[src/rtl/hpg_pkg.sv]
// Package for the helix path generator.
// Shared constants, register index codes, arctangent table and saturation helpers.
package hpg_pkg;

	localparam int CORDIC_STEPS = 16;
	localparam int DIV_STEPS    = 64;
	localparam int STEP_W       = 5;
	localparam int CFG_W        = 26;

	localparam logic [25:0]        MIN_CYCLE = 26'd6554;
	localparam logic signed [33:0] GAIN_Q30  = 34'sd652032874;

	localparam int MODE_PINGPONG = 0;
	localparam int MODE_CW       = 1;
	localparam int MODE_FACING   = 2;

	typedef logic signed [33:0] cord_t;

	typedef enum logic [2:0] {
		REG_START_RADIUS,
		REG_END_RADIUS,
		REG_START_HEIGHT,
		REG_END_HEIGHT,
		REG_LAP_COUNT,
		REG_CYCLE_LENGTH,
		REG_PHASE_OFFSET,
		REG_MODE_BITS
	} cfg_idx_t;

	// atan(2^-i) in turns, Q0.32, truncated
	function automatic logic [31:0] atan_turn(input logic [STEP_W-1:0] i);
		logic [31:0] a;
		unique case (i)
			5'd0:  a = 32'd536870912;
			5'd1:  a = 32'd316933405;
			5'd2:  a = 32'd167458907;
			5'd3:  a = 32'd85004756;
			5'd4:  a = 32'd42667331;
			5'd5:  a = 32'd21354465;
			5'd6:  a = 32'd10679838;
			5'd7:  a = 32'd5340245;
			5'd8:  a = 32'd2670163;
			5'd9:  a = 32'd1335086;
			5'd10: a = 32'd667544;
			5'd11: a = 32'd333772;
			5'd12: a = 32'd166886;
			5'd13: a = 32'd83443;
			5'd14: a = 32'd41721;
			5'd15: a = 32'd20860;
			5'd16: a = 32'd10430;
			5'd17: a = 32'd5215;
			5'd18: a = 32'd2607;
			5'd19: a = 32'd1303;
			5'd20: a = 32'd651;
			5'd21: a = 32'd325;
			5'd22: a = 32'd162;
			5'd23: a = 32'd81;
			default: a = 32'd0;
		endcase
		return a;
	endfunction

	function automatic logic signed [25:0] sat26(input logic signed [31:0] v);
		logic signed [25:0] r;
		if (v > 32'sd33554431)
			r = 26'sd33554431;
		else if (v < -32'sd33554432)
			r = -26'sd33554432;
		else
			r = v[25:0];
		return r;
	endfunction

	function automatic logic signed [15:0] sat16q(input logic signed [18:0] v);
		logic signed [15:0] r;
		if (v > 19'sd32767)
			r = 16'sd32767;
		else if (v < -19'sd32767)
			r = -16'sd32767;
		else
			r = v[15:0];
		return r;
	endfunction

endpackage

[src/rtl/hpg_div_cell.sv]
// One restoring-division cell: shifts in a dividend bit, subtracts the divisor if it fits.
// Depends on hpg_pkg.
module hpg_div_cell import hpg_pkg::*; (
	input  logic        clk,
	input  logic        en,
	input  logic [25:0] divisor,
	input  logic [25:0] rem_i,
	input  logic [63:0] dvd_i,
	input  logic [15:0] quo_i,
	output logic [25:0] rem_o,
	output logic [63:0] dvd_o,
	output logic [15:0] quo_o
);

	logic [26:0] trial;
	logic [26:0] diff;
	logic        fits;

	always_comb begin
		trial = {rem_i, dvd_i[63]};
		fits  = trial >= {1'b0, divisor};
		diff  = trial - {1'b0, divisor};
	end

	always_ff @(posedge clk) begin
		if (en) begin
			rem_o <= fits ? diff[25:0] : trial[25:0];
			dvd_o <= {dvd_i[62:0], 1'b0};
			quo_o <= {quo_i[14:0], fits};
		end
	end

endmodule

[config.mk]
export PLATFORM = sky130hd
export DESIGN_NAME = hpg_div_cell
export DESIGN_NICKNAME = d
export VERILOG_FILES = /design/src/rtl/hpg_pkg.sv /design/src/rtl/hpg_div_cell.sv
export SDC_FILE = /design/constraint.sdc
export NUM_CORES = 1
export LEC_CHECK = 0
export BUFFER_PORTS_ARGS = -buffer_cell sky130_fd_sc_hd__buf_2
export CAP_MARGIN = 5
export CORE_MARGIN = 2
export CORE_UTILIZATION = 35
export CTS_BUF_LIST = sky130_fd_sc_hd__clkbuf_4 sky130_fd_sc_hd__clkbuf_8 sky130_fd_sc_hd__clkbuf_16
export CTS_CLUSTER_DIAMETER = 40
export CTS_CLUSTER_SIZE = 16
export DETAILED_ROUTE_END_ITERATION = 16
export HOLD_SLACK_MARGIN = 0.05
export PLACE_DENSITY = 0.62
export SYNTH_ARGS = -nofsm -noshare
export SYNTH_HDL_FRONTEND = slang
export SYNTH_SLANG_ARGS = --single-unit
[constraint.sdc]
create_clock -name clk -period 3.15 [get_ports clk]
set_clock_uncertainty 0.15 [all_clocks]
set_input_delay 0.4725 -clock clk [delete_from_list [all_inputs] [get_ports clk]]
set_output_delay 0.4725 -clock clk [all_outputs]
set_load 0.02 [all_outputs]
Yosys cells after proc, flatten, opt, wreduce, memory -nomap -nowiden

Index checks and enable logic that the tools add are counted.

Add/subtract/negate cells: 1
Order comparisons: 1
Muxes and demuxes: 1

Operators by type and width:

| kind             | number |
|---|---|
| $ge A27 B26 Y1   | 1 |
| $mux W26         | 1 |
| $sub A26 B26 Y26 | 1 |

Register bits after elaboration: 105
Input bits: 134
Word-level logic and storage cells: 6

Longest topological paths before layout

Word-level depth: 2
Gate-level depth with buffers: 11
Gate-level depth less buffers: 11

Least setup slack after synthesis

OpenSTA, ideal clock, no wires.

Kind: in2reg
Start point: in divisor[16]
End point: reg rem_o[17], data pin
Library setup time: 0.260 ns
Data arrival time: 2.701 ns
Data required time: 2.740 ns
Path slack: 0.039 ns
Cell stages on the path: 11
Path buffers: 2
Cell sequence: inv_1 > ha_1 > buf_6 > a211oi_2 > o21bai_1 > a21o_1 > a221oi_4 > o211ai_4 > a21boi_4 > buf_8 > mux2_4

Longest elaborated chain between the ends: 2
Elaborated cells between the ends (all ways): 3
Those cells by class: add/sub: 1; order compare: 1; mux: 1

Ends and longest elaborated chain:

| what                                                      | RTL line                               | text |
|---|---|---|
| start, declared                                           | hpg_div_cell.sv:6                      | `input logic [25:0] divisor,` |
| $sub A26 B26 Y26 / $ge A27 B26 Y1 (equally long branches) | hpg_div_cell.sv:22, hpg_div_cell.sv:21 |  |
| $mux W26 (*)                                              | hpg_div_cell.sv:27                     | `rem_o <= fits ? diff[25:0] : trial[25:0];` |
| end signal, assigned                                      | hpg_div_cell.sv:27                     |  |
| end, declared                                             | hpg_div_cell.sv:10                     | `output logic [25:0] rem_o,` |

Mark *: on every way between the ends. The rest lies on a longest branch, timed or not.
A chain may end at the register's enable or synchronous reset.

Worst setup path in the final report

Start point: in dvd_i[63]
End point: reg rem_o[22], data pin

Longest elaborated chain between the ends: 2
Elaborated cells between the ends (all ways): 3
Those cells by class: add/sub: 1; order compare: 1; mux: 1

Ends and longest elaborated chain:

| what                                                      | RTL line                               | text |
|---|---|---|
| start, declared                                           | hpg_div_cell.sv:8                      | `input logic [63:0] dvd_i,` |
| $sub A26 B26 Y26 / $ge A27 B26 Y1 (equally long branches) | hpg_div_cell.sv:22, hpg_div_cell.sv:21 |  |
| $mux W26 (*)                                              | hpg_div_cell.sv:27                     |  |

Marked as above.

==> results.cfg <==
[status]
status = finished clean

[synth]
yosysSeqAreaShare = 0.618
synth_top_area_share = 0.618
synth_area_per_cell_um2 = 14.3
syn_inst = 357
synth_warnings = 0
synth-edff-count = 105
synth.distinct_cells = 54
synth_area_leaders = edfxtp_1, ha_1, mux2_4, inv_1, xor2_1
synthArstFlopShare = 0
ys.flop_type = edfxtp_1
synth_fp_nets = 518
synth_area_mm2 = 0.00510
ys_seq_elements = 105
post-synth-top-area-cell = edfxtp_1

[placement]
place_congestion = 0.885
dp_hpwl_um = 10200
dp_slack_ns = -0.135
port_buffers = 237

[route]
avgRoutedWirePerCell_um = 15.7
wl_met1_um = 5080
topRoutingLayerUsed = met4
drt_iter0_markers = 208
wl_met3_um = 895
drc = 0
postRouteAntennaNets = 0
vias = 3836
route.met2.wl_um = 6600
drt_pass1_iterations = 4
wirelength_um = 12800
via_per_inst = 4.72

[critical_path]
critPathMaxFanout = 4
cp-start-kind = primary input
end_kind = flop
arrival_ns = 2.90
critPathKind = primary input to flop
worstPathRequired_ns = 3.10

[floorplanning]
core_area_mm2 = 0.0144
die-height_um = 125
dieArea_mm2 = 0.0155
initial_core_util = 0.355
ios = 240
dieWidth_um = 125
std_cell_rows = 44

[global_routing]
overflow = 0
grt_usage = 0.163
antenna_found_initial = 0
grt_max_degree = 70
grt_pass1_vias = 3973
grt_pass1_wl_um = 20100

[cts]
cts_buffer_depth = 2
post_cts_buffers = 0
clockRootBuffer = clkbuf_16
cts_tree = done
cts_hold_buf = 0
postCtsResizedCells = 0
clkSinkCount = 105
cts_buffers = 9
h-tree-depth = 3
clk_pin_slew_ns = 0.08

[timing]
final_max_slew_viol_count = 0
setup_viol = 0
rsz0062_at_grt = false
timing.final.crit_share = 0.938
worst_slew_pin_slew_ns = 0.561
fin_crit_ns = 2.95
fin_ws_ns = 0.196
hold_viol = 0
max_freq_ghz = 0.338
maxSlewHeadroom = 0.623

[final_layout]
drive_above_1_share = 0.498
final_common_cell = buf_2
utilization = 0.486
mostFrequentLayoutCells = buf_2, edfxtp_1, inv_1
antennaDiodeCount = 0
nets = 785
syn_to_final_growth_pct = 36.8

[power_and_ir_drop]
p_leak_nw = 3.16
cellPowerDensity_mw_per_mm2 = 534
ir_drop_v = 0.000236

[run]
cap_violations = 0

[hold_path]
worstHoldPathType = primary input to flop
## worst max-delay path, stage by stage
cell,delay (ns)
buf_2,0.10
inv_1,0.07
ha_1,0.17
inv_1,0.06
fa_1,0.41
a211oi_1,0.33
nor4_1,0.10
nor2_1,0.28
a211o_1,0.29
o311ai_0,0.18
xor2_1,0.17
mux2_4,0.28
## layout make-up
type,count,area (um2)
clock buffer,9,225
sequential,105,3150
timing repair buffer,266,1440
fill,1329,7390
tap,184,230
multi-input combinational,209,1730
clock inverter,7,66.3
inverter,33,124
## synthesized netlist by cell type (all sizes together), types with 6 or more instances
| cell | number |
|---|---|
| edfxtp | 105 |
| inv | 33 |
| ha | 26 |
| mux2 | 25 |
| a21oi | 18 |
| nand2 | 17 |
| o21ai | 16 |
| xor2 | 12 |
| nor2 | 11 |
| xnor2 | 9 |
| nor3 | 8 |
| nand4 | 7 |
| a21o | 6 |
| buf | 6 |
## per-stage QoR
stage / cell area [um2] / TNS, ns / power (mW) / hold WS [ns] / cells
after CTS: 6980 / 0 / 3.78 / 0.130 / 813
after global routing: 6980 / 0 / 3.90 / 0.125 / 813
final: 6980 / 0 / 3.72 / 0.147 / 813
after detailed placement: 6690 / -0.604 / 2.68 / 0.501 / 797
after global placement: 6690 / -0.391 / 2.67 / 0.500 / 797
after floorplan: 5100 / 0 / 2.33 / 0.421 / 357
## cells by family (layout without fill, tap and decap cells)
kind of cell             Yosys count  count (layout)  synth area share
AO/OA/AOI/OAI                     68              68            0.0977
XOR/XNOR                          21              21            0.0361
adder cells (fa/ha/maj)           27              27            0.0677
buffers and inverters             43             315            0.0415
flip-flops                       105             105             0.618
multiplexers                      27              27            0.0724
other                              1               1          0.000735
AND/OR/NAND/NOR                   65              65            0.0655
## layer usage
| metal | GRT usage | up-vias |
|---|---|---|
| met2 | 0.293 | 151 |
| met1 | 0.187 | 1797 |
| met5 | 0 | - |
| met3 | 0.0473 | 14 |
| met4 | 0.0496 | 0 |
| li1 | - | 1874 |
## power breakdown
part	leakage (nW)	internal, mW	total (mW)	switching (mW)
clock	0.142	0.552	1.08	0.527
sequential	1.03	1.70	1.74	0.0315
combinational	1.99	0.403	0.911	0.508
total	3.16	2.66	3.72	1.07
## state kept, by name, indices dropped and copies added, names as in the netlist
name,flops
dvd_o,63
quo_o,16
rem_o,26
## path summary, 6_finish.rpt
check	startpoint	to	slack, ns	depth (start not counted)
setup / recovery	dvd_i[63]	rem_o[22]	0.20	12
hold / removal	quo_i[2]	quo_o[3]	0.15	1
Note: power is estimated with default switching activity, not from simulation.
