File: config.mk
export PLATFORM = sky130hd
export DESIGN_NAME = hpg_cordic_cell
export DESIGN_NICKNAME = d
export VERILOG_FILES = /design/src/rtl/hpg_pkg.sv /design/src/rtl/hpg_cordic_cell.sv
export SDC_FILE = /design/constraint.sdc
export NUM_CORES = 1
export LEC_CHECK = 0
export BUFFER_PORTS_ARGS = -buffer_cell sky130_fd_sc_hd__buf_2
export CAP_MARGIN = 20
export CORE_AREA = 2 2 179 181
export CTS_BUF_LIST = sky130_fd_sc_hd__clkbuf_2 sky130_fd_sc_hd__clkbuf_4 sky130_fd_sc_hd__clkbuf_8
export DETAILED_ROUTE_END_ITERATION = 10
export DIE_AREA = 0 0 181 183
export PLACE_DENSITY = 0.7
export SKIP_CTS_REPAIR_TIMING = 1
export SLEW_MARGIN = 20
export SYNTH_ARGS = -nofsm -noshare
export SYNTH_HDL_FRONTEND = slang
export SYNTH_SLANG_ARGS = --single-unit
File: constraint.sdc
create_clock -name clk -period 13.48 [get_ports clk]
set_input_delay 0.674 -clock clk [delete_from_list [all_inputs] [get_ports clk]]
set_output_delay 0.674 -clock clk [all_outputs]
set_load 0.01 [all_outputs]
File: src/rtl/hpg_pkg.sv
// Package for the helix path generator.
// Shared constants, register index codes, arctangent table and saturation helpers.
package hpg_pkg;

	localparam int CORDIC_STEPS = 16;
	localparam int DIV_STEPS    = 64;
	localparam int STEP_W       = 5;
	localparam int CFG_W        = 26;

	localparam logic [25:0]        MIN_CYCLE = 26'd6554;
	localparam logic signed [33:0] GAIN_Q30  = 34'sd652032874;

	localparam int MODE_PINGPONG = 0;
	localparam int MODE_CW       = 1;
	localparam int MODE_FACING   = 2;

	typedef logic signed [33:0] cord_t;

	typedef enum logic [2:0] {
		REG_START_RADIUS,
		REG_END_RADIUS,
		REG_START_HEIGHT,
		REG_END_HEIGHT,
		REG_LAP_COUNT,
		REG_CYCLE_LENGTH,
		REG_PHASE_OFFSET,
		REG_MODE_BITS
	} cfg_idx_t;

	// atan(2^-i) in turns, Q0.32, truncated
	function automatic logic [31:0] atan_turn(input logic [STEP_W-1:0] i);
		logic [31:0] a;
		unique case (i)
			5'd0:  a = 32'd536870912;
			5'd1:  a = 32'd316933405;
			5'd2:  a = 32'd167458907;
			5'd3:  a = 32'd85004756;
			5'd4:  a = 32'd42667331;
			5'd5:  a = 32'd21354465;
			5'd6:  a = 32'd10679838;
			5'd7:  a = 32'd5340245;
			5'd8:  a = 32'd2670163;
			5'd9:  a = 32'd1335086;
			5'd10: a = 32'd667544;
			5'd11: a = 32'd333772;
			5'd12: a = 32'd166886;
			5'd13: a = 32'd83443;
			5'd14: a = 32'd41721;
			5'd15: a = 32'd20860;
			5'd16: a = 32'd10430;
			5'd17: a = 32'd5215;
			5'd18: a = 32'd2607;
			5'd19: a = 32'd1303;
			5'd20: a = 32'd651;
			5'd21: a = 32'd325;
			5'd22: a = 32'd162;
			5'd23: a = 32'd81;
			default: a = 32'd0;
		endcase
		return a;
	endfunction

	function automatic logic signed [25:0] sat26(input logic signed [31:0] v);
		logic signed [25:0] r;
		if (v > 32'sd33554431)
			r = 26'sd33554431;
		else if (v < -32'sd33554432)
			r = -26'sd33554432;
		else
			r = v[25:0];
		return r;
	endfunction

	function automatic logic signed [15:0] sat16q(input logic signed [18:0] v);
		logic signed [15:0] r;
		if (v > 19'sd32767)
			r = 16'sd32767;
		else if (v < -19'sd32767)
			r = -16'sd32767;
		else
			r = v[15:0];
		return r;
	endfunction

endpackage

File: src/rtl/hpg_cordic_cell.sv
// One rotation-mode CORDIC micro-rotation; the step index selects shift and arctangent.
// Depends on hpg_pkg.
module hpg_cordic_cell import hpg_pkg::*; (
	input  logic              clk,
	input  logic              en,
	input  logic [STEP_W-1:0] step,
	input  cord_t             x_i,
	input  cord_t             y_i,
	input  cord_t             z_i,
	output cord_t             x_o,
	output cord_t             y_o,
	output cord_t             z_o
);

	cord_t dx;
	cord_t dy;
	cord_t a;

	always_comb begin
		dx = x_i >>> step;
		dy = y_i >>> step;
		a  = $signed({2'b00, atan_turn(step)});
	end

	always_ff @(posedge clk) begin
		if (en) begin
			if (!z_i[33]) begin
				x_o <= x_i - dy;
				y_o <= y_i + dx;
				z_o <= z_i - a;
			end else begin
				x_o <= x_i + dy;
				y_o <= y_i - dx;
				z_o <= z_i + a;
			end
		end
	end

endmodule

# Word-level counts from Yosys, hierarchy flattened

Memory sizes are Yosys's and may differ from the RTL's.
Index checks and enable logic that the tools add are counted.

Register bits: 102
Bits in latches: 0
RAM bits: 0
ROM bits: 960
Logic and storage cells: 15
Memories: 1

Memories:

| memory          | words | width | rd ports | clocked after Yosys merged registers in | write ports | RTL line      | source |
|---|---|---|---|---|---|---|---|
| (no name shown) | 32    | 30    | 1        | 0                                       | 0           | hpg_pkg.sv:33 | `unique case (i)` |

$add $sub $neg: 6
$mul: 0
Div/mod/pow operators: 0
Magnitude comparators: 0
Equal/unequal tests: 0
Shifts and indexed selects: 2
Muxes and demuxes: 3
Bitwise operators: 0
Reduce and logical (&&, ||, !) cells: 0

Operator list:

| cell             | count |
|---|---|
| $mux W34         | 3 |
| $add A34 B34 Y34 | 2 |
| $sshr A34 B5 Y34 | 2 |
| $sub A34 B34 Y34 | 2 |
| $add A34 B33 Y34 | 1 |
| $sub A34 B33 Y34 | 1 |

# Depth between registers and ports, before layout

Gate-level depths: netlist of the first run.

Depth after elaboration: 3
Gate-level depth with buffers: 28
Depth with buffers taken out: 25

# Worst setup path before layout of the first run

OpenSTA, ideal clock, no wires.

Kind: input -> register
From: input port step[0]
To: register y_o[33], data pin
Library setup time: 268 ps
Arrival time: 5,787 ps
Required time: 13,212 ps
Slack: 7,425 ps
Cell stages on the path: 23
Cell sequence: buf_6 buf_12 mux4_2 a22o_1 or4_4 nor4b_4 nand2_1 nor3_1 and3_1 a21oi_1 xnor2_1 ha_1 clkbuf_1 and3_1 and3_1 a22o_1 a2111oi_0 nor2b_1 a221o_1 nor4_1 a211oi_1 a31oi_1 xnor3_1

Cells in the longest elaborated chain, start to end: 3
Elaborated cells between the ends (all ways): 4
Those cells by class: add/sub: 2; shift: 1; mux: 1

RTL lines:

| item                                                 | RTL line                                     | source |
|---|---|---|
| start, declared                                      | hpg_cordic_cell.sv:6                         | `input logic [STEP_W-1:0] step,` |
| $sshr A34 B5 Y34 (*)                                 | hpg_cordic_cell.sv:20                        | `dx = x_i >>> step;` |
| $add A34 B34 Y34 or $sub A34 B34 Y34 (tied branches) | hpg_cordic_cell.sv:29, hpg_cordic_cell.sv:33 |  |
| $mux W34 (*)                                         | hpg_cordic_cell.sv:27                        | `if (!z_i[33]) begin` |
| end signal, assigned                                 | hpg_cordic_cell.sv:29                        | `y_o <= y_i + dx;` |
| end signal, assigned                                 | hpg_cordic_cell.sv:33                        | `y_o <= y_i - dx;` |
| end, declared                                        | hpg_cordic_cell.sv:11                        | `output cord_t y_o,` |

Every way passes the cells marked *; elsewhere a longest branch is shown, timed or not.
A chain may end at the register's enable or synchronous reset.

# Worst setup path after layout of the first run

Same ends and word-level chain as after synthesis.

==> metrics.txt, run 1 <==
# TYPE chip_impl_metric gauge
chip_impl_info{name="run_status",value="complete, no violations"} 1
chip_impl_metric{name="dieArea",unit="um^2"} 33100
chip_impl_metric{name="p_int",unit="mW"} 0.970
chip_impl_metric{name="h-tree-depth",unit=""} 3
chip_impl_metric{name="final_cell_area",unit="um^2"} 16600
chip_impl_metric{name="postSynthCellCount",unit=""} 1695
chip_impl_info{name="crit_chain",value="buf_6 > buf_4 > mux4_2 > mux2i_1 > a21oi_1 > a221oi_1 > nand2_1 > nor3_1 > and3_1 > a31oi_1 > xor2_1 > ha_1 > and3_1 > and3_1 > a22o_1 > a2111oi_0 > nor2b_1 > a221o_1 > nor4_1 > a211oi_1 > a31oi_1 > xnor3_1"} 1
chip_impl_metric{name="cp_data_required_time",unit="ns"} 13.65
chip_impl_metric{name="wl_met3",unit="mm"} 3.86
chip_impl_metric{name="grt_max_degree",unit=""} 75
chip_impl_metric{name="cap_violations",unit=""} 0
chip_impl_metric{name="viasPerCell",unit=""} 6.50
chip_impl_metric{name="drt_iter0_drc",unit=""} 1338
chip_impl_metric{name="dpl.hpwl",unit="mm"} 41.0
chip_impl_info{name="grt_setup_unrepaired",value="no"} 1
chip_impl_metric{name="final_hold_viol_count",unit=""} 0
chip_impl_metric{name="synth-seq-area-share",unit=""} 0.200
chip_impl_metric{name="final_weighted_congestion_in_routability_driven_placement",unit=""} 0.992
chip_impl_metric{name="critPathArrivalTime",unit="ns"} 7.92
chip_impl_info{name="kind_of_critical_path",value="primary input to register"} 1
chip_impl_info{name="commonest_cells_after_routing_fill_and_taps_aside",value="sky130_fd_sc_hd__buf_2 (207), sky130_fd_sc_hd__nand2_1 (159), sky130_fd_sc_hd__a21oi_1 (156)"} 1
chip_impl_metric{name="drive_gt1_frac",unit=""} 0.207
chip_impl_metric{name="core",unit="um^2"} 31200
chip_impl_metric{name="first_pass_iters",unit=""} 6
chip_impl_metric{name="pins_over_their_slew_limit",unit=""} 0
chip_impl_metric{name="synth.cell_area",unit="um^2"} 15300
chip_impl_metric{name="antenna_found_initial",unit=""} 0
chip_impl_metric{name="synth-warning-count",unit=""} 0
chip_impl_metric{name="drt_drc_violations_left",unit=""} 0
chip_impl_metric{name="crit_path_max_fanout",unit=""} 63
chip_impl_metric{name="wl_per_cell",unit="um"} 23.5
chip_impl_metric{name="synth.distinct_cells",unit=""} 96
chip_impl_metric{name="route.vias.total",unit=""} 14600
chip_impl_metric{name="synth_seq_cells",unit=""} 102
chip_impl_metric{name="static-leakage-power",unit="nW"} 6.98
chip_impl_metric{name="grt_util_all_layers",unit=""} 0.314
chip_impl_info{name="final_common_cell",value="sky130_fd_sc_hd__buf_2"} 1
chip_impl_info{name="postSynth.topFlopCell",value="sky130_fd_sc_hd__edfxtp_1"} 1
chip_impl_info{name="critical-path-top-delay-family",value="compound AO/OA/AOI/OAI gates"} 1
chip_impl_info{name="yosysTopAreaCell",value="sky130_fd_sc_hd__edfxtp_1"} 1
chip_impl_info{name="critical_path.most_common_cell",value="sky130_fd_sc_hd__and3_1"} 1
chip_impl_metric{name="nNetsFinal",unit=""} 2058
chip_impl_metric{name="cts_buffers",unit=""} 9
chip_impl_metric{name="hold_slack",unit="ns"} 0.575
chip_impl_metric{name="chipWidth",unit="um"} 181
chip_impl_metric{name="grt_pass1_wl",unit="mm"} 81.1
chip_impl_metric{name="tightest_slew",unit="ns"} 1.04
chip_impl_metric{name="ir_worst_vdd",unit="mV"} 0.0587
chip_impl_metric{name="worst-path-buf-inv",unit=""} 2
chip_impl_metric{name="pre_cts_setup_slack",unit="ns"} 5.38
chip_impl_metric{name="placement_stage_cell_area",unit="um^2"} 16500
chip_impl_metric{name="comb_power_share",unit=""} 0.593
chip_impl_metric{name="detail-route-antenna-nets",unit=""} 0
chip_impl_info{name="highest_layer",value="met4"} 1
chip_impl_metric{name="post-route-worst-setup-slack",unit="ns"} 5.73
chip_impl_metric{name="diodes",unit=""} 0
chip_impl_info{name="timing.critical_path.from_type",value="primary input"} 1
chip_impl_metric{name="fmaxAchievable",unit="MHz"} 129
chip_impl_info{name="tritoncts",value="done"} 1
chip_impl_metric{name="final_total_negative_setup_slack",unit="ns"} 0
chip_impl_info{name="critical_path.endpoint_type",value="register"} 1
chip_impl_metric{name="total_switching_power",unit="mW"} 0.734
chip_impl_info{name="netlist_top_cells_area",value="sky130_fd_sc_hd__edfxtp_1 (20%), sky130_fd_sc_hd__mux4_2 (11%), sky130_fd_sc_hd__ha_1 (8.9%)"} 1
chip_impl_metric{name="timing.final.crit_share",unit=""} 0.575
chip_impl_metric{name="cp_max_stage_delay",unit="ns"} 0.82
chip_impl_metric{name="clkSinkCount",unit=""} 102
chip_impl_metric{name="power_density",unit="nW/um^2"} 102
chip_impl_metric{name="drt-met1-wl",unit="mm"} 21.6
chip_impl_metric{name="shortest_period_the_worst_path_allows",unit="ns"} 7.75
chip_impl_metric{name="placement_rows",unit=""} 65
chip_impl_metric{name="initial_utilization",unit=""} 0.490
chip_impl_metric{name="synth_enable_flop_cells",unit=""} 102
chip_impl_metric{name="routed_wirelength",unit="mm"} 52.8
chip_impl_metric{name="first_global_vias",unit=""} 13900
chip_impl_metric{name="layout-area-overhead-vs-synth",unit="%"} 8.61
chip_impl_metric{name="grt_overflow_total",unit=""} 0
chip_impl_metric{name="cts.reportedPaths.clkPinSlew",unit="ns"} 0.11
chip_impl_metric{name="sw_ratio",unit=""} 0.431
chip_impl_metric{name="finalSetupViolations",unit=""} 0
chip_impl_info{name="root_buffer",value="sky130_fd_sc_hd__clkbuf_8"} 1
chip_impl_metric{name="maximum_buffer_depth_of_the_clock_tree",unit=""} 2
chip_impl_metric{name="synth_nets",unit=""} 1916
chip_impl_metric{name="max_slew_margin",unit=""} 0.295
chip_impl_info{name="hp-class",value="primary input to register"} 1
chip_impl_metric{name="boundary_pins",unit=""} 211
chip_impl_metric{name="die_h",unit="um"} 183
chip_impl_metric{name="synth_area_per_cell",unit="um^2"} 9.03
chip_impl_metric{name="clkPwrFrac",unit=""} 0.116
chip_impl_metric{name="place.port_buffers",unit=""} 210
chip_impl_metric{name="layout.filler_cells",unit=""} 2961
chip_impl_metric{name="seq_power_share",unit=""} 0.292
chip_impl_info{name="critical_path.slowest_cell",value="sky130_fd_sc_hd__buf_4"} 1
chip_impl_metric{name="synth_top_cell_area_share",unit=""} 0.200
chip_impl_metric{name="dr_wl_met2",unit="mm"} 25.3
chip_impl_metric{name="postSynth.asyncResetShare",unit=""} 0
==> synthesized netlist by cell type, types with 16 or more instances <==
library cell / n
sky130_fd_sc_hd__nand2_1: 159
sky130_fd_sc_hd__a21oi_1: 156
sky130_fd_sc_hd__xnor2_1: 112
sky130_fd_sc_hd__mux2i_1: 75
sky130_fd_sc_hd__nor2_1: 140
sky130_fd_sc_hd__nor3_1: 23
sky130_fd_sc_hd__a211oi_1: 16
sky130_fd_sc_hd__o21ai_0: 69
sky130_fd_sc_hd__nand2b_1: 22
sky130_fd_sc_hd__xor2_1: 73
sky130_fd_sc_hd__clkbuf_1: 30
sky130_fd_sc_hd__o21a_1: 24
sky130_fd_sc_hd__edfxtp_1: 102
sky130_fd_sc_hd__a21o_1: 48
sky130_fd_sc_hd__a31oi_1: 30
sky130_fd_sc_hd__ha_1: 109
sky130_fd_sc_hd__nand3_1: 23
sky130_fd_sc_hd__nor2b_1: 20
sky130_fd_sc_hd__and3_1: 24
sky130_fd_sc_hd__inv_1: 42
sky130_fd_sc_hd__mux4_2: 78
sky130_fd_sc_hd__buf_2: 32
sky130_fd_sc_hd__mux2_2: 23
==> metal layers <==
layer,up-vias,track usage
li1,6719,-
met1,7079,0.400
met2,674,0.536
met3,114,0.0512
met4,0,0.123
met5,-,0
==> logic make-up (layout without fill, tap and decap cells) <==
| kind of cell | Yosys count | count (layout) | synth area share |
|---|---|---|---|
| fa+ha+maj | 112 | 112 | 0.0930 |
| compound gates | 509 | 509 | 0.223 |
| flops | 102 | 102 | 0.200 |
| buf+inv | 143 | 290 | 0.0476 |
| simple gates | 458 | 458 | 0.141 |
| mux | 185 | 185 | 0.188 |
| xor+xnor | 186 | 186 | 0.107 |
==> layout make-up <==
class	count	area [um^2]	area share
clock buffers	10	131	0.00790
multi-input cells	1450	11500	0.693
inverters	47	176	0.0106
well taps	402	503	0.0302
flip-flops and latches	102	3060	0.184
clock inverters	6	43.8	0.00263
repair buffers	227	1190	0.0715
==> final timing paths <==
check,startpoint,to,slack (ns),depth (start not counted)
min,z_i[0],z_o[0],0.57,2
max,step[0],y_o[33],5.73,22
==> registers in the layout, summed over array words and instances, names as in the netlist <==
signal	count
y_o	34
x_o	34
z_o	34
==> power by group through the flow <==
stage	Sequential [mW]	Clock, mW	Combinational (mW)
final	0.497	0.197	1.01
after CTS	0.498	0.203	1.00
after floorplan	0.557	0	0.655
after global routing	0.506	0.213	1.10
after detailed placement	0.505	0	0.996
after global placement	0.504	0	0.985
==> per-stage QoR <==
step                total power [mW]  instances  utilization
finish                          1.70       2244        0.533
global placement                1.49       2228        0.527
floorplan                       1.21       1695            -
global route                    1.82       2244        0.533
CTS                             1.70       2244        0.533
detailed placement              1.50       2228        0.527
Note: power is estimated with default switching activity, not from simulation.
==> run 2: changes to the inputs <==
--- a/config.mk
+++ b/config.mk
@@ -5,12 +5,13 @@
 export SDC_FILE = /design/constraint.sdc
 export NUM_CORES = 1
 export LEC_CHECK = 0
+export ABC_AREA = 1
 export BUFFER_PORTS_ARGS = -buffer_cell sky130_fd_sc_hd__buf_2
 export CAP_MARGIN = 20
-export CORE_AREA = 2 2 179 181
+export CORE_AREA = 2 2 178 180
 export CTS_BUF_LIST = sky130_fd_sc_hd__clkbuf_2 sky130_fd_sc_hd__clkbuf_4 sky130_fd_sc_hd__clkbuf_8
 export DETAILED_ROUTE_END_ITERATION = 10
-export DIE_AREA = 0 0 181 183
+export DIE_AREA = 0 0 180 182
 export PLACE_DENSITY = 0.7
 export SKIP_CTS_REPAIR_TIMING = 1
 export SLEW_MARGIN = 20
==> constraint.sdc (replaced) <==
create_clock -name clk -period 7.4 [get_ports clk]
set_input_delay 0.37 -clock clk [delete_from_list [all_inputs] [get_ports clk]]
set_output_delay 0.37 -clock clk [all_outputs]
set_load 0.01 [all_outputs]
==> run 2 against run 1 <==
Flip-flop and latch count unchanged. Total power up 82%. Global-route usage up 2.4 points. Highest routed layer unchanged. Utilization up 0.32 points. Largest power group unchanged. Final cell count up 32%. Synthesized area down 0.56%. Via count up 16%. Die area down 1.1%. Critical path depth up 8.
==> metrics.txt, run 2 <==
# TYPE chip_impl_metric gauge
chip_impl_metric{name="cts_buffers",unit=""} 9
chip_impl_metric{name="dieArea",unit="um^2"} 32800
chip_impl_metric{name="postSynth.asyncResetShare",unit=""} 0
chip_impl_metric{name="die_h",unit="um"} 182
chip_impl_metric{name="dp_cells",unit=""} 2956
chip_impl_metric{name="synth_area_per_cell",unit="um^2"} 6.32
chip_impl_metric{name="timing.final.crit_share",unit=""} 0.751
chip_impl_metric{name="fmaxAchievable",unit="MHz"} 180
chip_impl_metric{name="crit_cells",unit=""} 30
chip_impl_metric{name="shortest_period_the_worst_path_allows",unit="ns"} 5.56
chip_impl_info{name="hp-class",value="primary input to register"} 1
chip_impl_info{name="kind_of_critical_path",value="primary input to register"} 1
chip_impl_info{name="grt_setup_unrepaired",value="no"} 1
chip_impl_metric{name="final_hold_viol_count",unit=""} 0
chip_impl_metric{name="final_weighted_congestion_in_routability_driven_placement",unit=""} 0.976
chip_impl_metric{name="h-tree-depth",unit=""} 3
chip_impl_info{name="final_common_cell",value="sky130_fd_sc_hd__nand2_1"} 1
chip_impl_info{name="netlist_top_cells_area",value="sky130_fd_sc_hd__edfxtp_1 (20%), sky130_fd_sc_hd__nand2_1 (19%), sky130_fd_sc_hd__nand3_1 (11%)"} 1
chip_impl_metric{name="chipWidth",unit="um"} 180
chip_impl_metric{name="drt_drc_violations_left",unit=""} 0
chip_impl_metric{name="drive_gt1_frac",unit=""} 0.135
chip_impl_metric{name="synth.distinct_cells",unit=""} 52
chip_impl_metric{name="synth-seq-area-share",unit=""} 0.201
chip_impl_metric{name="clkPwrFrac",unit=""} 0.109
chip_impl_metric{name="routed_wirelength",unit="mm"} 56.2
chip_impl_metric{name="route.vias.total",unit=""} 17000
chip_impl_metric{name="synth_top_cell_area_share",unit=""} 0.201
chip_impl_metric{name="detail-route-antenna-nets",unit=""} 0
chip_impl_info{name="timing.critical_path.from_type",value="primary input"} 1
chip_impl_metric{name="final_total_negative_setup_slack",unit="ns"} 0
chip_impl_metric{name="initial_utilization",unit=""} 0.491
chip_impl_info{name="synth_top_cells_by_count",value="sky130_fd_sc_hd__nand2_1 (755), sky130_fd_sc_hd__nand3_1 (346), sky130_fd_sc_hd__inv_1 (196)"} 1
chip_impl_metric{name="synth.cell_area",unit="um^2"} 15200
chip_impl_metric{name="grt_max_degree",unit=""} 75
chip_impl_metric{name="synth_seq_cells",unit=""} 102
chip_impl_metric{name="viasPerCell",unit=""} 5.71
chip_impl_info{name="critical_path.slowest_cell",value="sky130_fd_sc_hd__nor2_1"} 1
chip_impl_metric{name="diodes",unit=""} 0
chip_impl_metric{name="placement_rows",unit=""} 65
chip_impl_metric{name="cts.reportedPaths.clkPinSlew",unit="ns"} 0.10
chip_impl_metric{name="first_pass_iters",unit=""} 5
chip_impl_metric{name="final_cells",unit=""} 2970
chip_impl_metric{name="comb_power_share",unit=""} 0.599
chip_impl_metric{name="worst-path-buf-inv",unit=""} 6
chip_impl_info{name="commonest_cells_after_routing_fill_and_taps_aside",value="sky130_fd_sc_hd__nand2_1 (755), sky130_fd_sc_hd__nand3_1 (346), sky130_fd_sc_hd__buf_2 (209)"} 1
chip_impl_info{name="critical_path.most_common_cell",value="sky130_fd_sc_hd__nand2_1"} 1
chip_impl_metric{name="worst_hold_path.num_cells",unit=""} 2
chip_impl_metric{name="grt_util_all_layers",unit=""} 0.338
chip_impl_info{name="critical-path-top-delay-family",value="simple AND/OR/NAND/NOR gates"} 1
chip_impl_metric{name="static-leakage-power",unit="nW"} 8.33
chip_impl_metric{name="power_density",unit="nW/um^2"} 187
chip_impl_metric{name="grt_pass1_wl",unit="mm"} 87.1
chip_impl_metric{name="total_switching_power",unit="mW"} 1.46
chip_impl_metric{name="pins_over_their_slew_limit",unit=""} 0
chip_impl_metric{name="postSynthCellCount",unit=""} 2409
chip_impl_metric{name="seq_power_share",unit=""} 0.292
chip_impl_metric{name="ir_worst_vdd",unit="mV"} 0.156
chip_impl_info{name="synth.most_common_cell",value="sky130_fd_sc_hd__nand2_1"} 1
chip_impl_metric{name="crit_path_max_fanout",unit=""} 63
chip_impl_metric{name="finalSetupViolations",unit=""} 0
chip_impl_metric{name="maximum_buffer_depth_of_the_clock_tree",unit=""} 2
chip_impl_metric{name="synth_enable_flop_cells",unit=""} 102
chip_impl_info{name="largest_registers",value="x_o (34), y_o (34), z_o (34)"} 1
chip_impl_metric{name="drt_iter0_drc",unit=""} 1426
chip_impl_metric{name="wl_per_cell",unit="um"} 18.9
chip_impl_info{name="critical_path.endpoint_type",value="register"} 1
chip_impl_metric{name="p_int",unit="mW"} 1.63
chip_impl_metric{name="critPathArrivalTime",unit="ns"} 5.74
chip_impl_metric{name="synth-warning-count",unit=""} 0
chip_impl_info{name="root_buffer",value="sky130_fd_sc_hd__clkbuf_8"} 1
chip_impl_metric{name="synth_nets",unit=""} 2630
chip_impl_info{name="yosysTopAreaCell",value="sky130_fd_sc_hd__edfxtp_1"} 1
chip_impl_metric{name="core",unit="um^2"} 31000
chip_impl_metric{name="cap_violations",unit=""} 0
chip_impl_metric{name="grt_overflow_total",unit=""} 0
chip_impl_metric{name="boundary_pins",unit=""} 211
chip_impl_metric{name="clkSinkCount",unit=""} 102
chip_impl_metric{name="antenna_found_initial",unit=""} 0
chip_impl_metric{name="max_slew_margin",unit=""} 0.225
chip_impl_metric{name="place.port_buffers",unit=""} 210
chip_impl_metric{name="dpl.hpwl",unit="mm"} 46.4
chip_impl_metric{name="nNetsFinal",unit=""} 2786
chip_impl_metric{name="layout-area-overhead-vs-synth",unit="%"} 9.03
chip_impl_metric{name="sw_ratio",unit=""} 0.473
chip_impl_info{name="run_status",value="complete, no violations"} 1
chip_impl_metric{name="cp_data_required_time",unit="ns"} 7.58
chip_impl_info{name="tritoncts",value="done"} 1
chip_impl_info{name="postSynth.topFlopCell",value="sky130_fd_sc_hd__edfxtp_1"} 1
chip_impl_metric{name="cp_max_stage_delay",unit="ns"} 0.99
chip_impl_metric{name="tightest_slew",unit="ns"} 1.16
chip_impl_metric{name="first_global_vias",unit=""} 16000
==> run 2: changes by cell type after synthesis, moves of 22 or more <==
cell	before	now
sky130_fd_sc_hd__nand2_1	159	755
sky130_fd_sc_hd__nand3_1	23	346
sky130_fd_sc_hd__inv_1	42	196
sky130_fd_sc_hd__mux4_2	78	0
sky130_fd_sc_hd__mux2i_1	75	0
sky130_fd_sc_hd__xnor2_1	112	57
sky130_fd_sc_hd__nor2_1	140	184
sky130_fd_sc_hd__xor2_1	73	116
sky130_fd_sc_hd__a21o_1	48	9
sky130_fd_sc_hd__nand2_2	0	29
sky130_fd_sc_hd__and3_1	24	1
sky130_fd_sc_hd__mux2_2	23	0
sky130_fd_sc_hd__nand2b_1	22	0
==> run 2: worst paths after layout <==
path                  slack (ns)  endpoint     from
worst max-delay path        1.84   y_o[27]  step[1]
worst min-delay path        0.24    z_o[0]   z_i[0]
==> run 2: through the flow <==
| stage | total power [mW] | hold WS, ns | setup slack, ns | cell area (um^2) | utilization |
|---|---|---|---|---|---|
| global placement | 2.73 | 0.687 | 1.56 | 16400 | 0.531 |
| detailed placement | 2.75 | 0.685 | 1.52 | 16400 | 0.531 |
| CTS | 3.09 | 0.210 | 1.96 | 16600 | 0.536 |
| floorplan | 2.18 | 0.482 | 3.10 | 15200 | - |
| global route | 3.34 | 0.232 | 1.61 | 16600 | 0.536 |
| finish | 3.10 | 0.241 | 1.84 | 16600 | 0.536 |
==> run 2: kinds of logic (layout without fill, tap and decap cells) <==
kind of cell / Yosys count / count (layout) / synth area share
xor gates and xnor gates: 173 / 173 / 0.0995
AOI/OAI and AO/OA: 317 / 317 / 0.118
and+or+nand+nor: 1407 / 1407 / 0.405
adders and majority gates: 112 / 112 / 0.0935
buffers and inverters: 298 / 457 / 0.0833
DFF: 102 / 102 / 0.201
==> run 2: layout make-up <==
type	instances	area [um^2]
repair buffers	226	1170
inverters	217	815
clock inverters	5	28.8
clock buffers	9	124
fillers	3265	14400
multi-input cells	2009	10900
well taps	402	503
flip-flops and latches	102	3060
==> run 2: layer usage <==
metal | vias up | track usage | wire length, um
li1 | 8320 | - | -
met1 | 7870 | 0.455 | 24900
met2 | 684 | 0.553 | 25600
met3 | 97 | 0.0423 | 3700
met4 | 0 | 0.131 | 1930
met5 | - | 0 | 0
==> run 2: power groups by stage <==
stage | clock (mW) | combinational (mW) | sequential (mW)
6_report | 0.336 | 1.86 | 0.905
5_1_grt | 0.364 | 2.05 | 0.921
4_1_cts | 0.345 | 1.84 | 0.908
3_5_place_dp | 0 | 1.83 | 0.919
3_3_place_gp | 0 | 1.81 | 0.917
2_1_floorplan | 0 | 1.16 | 1.01
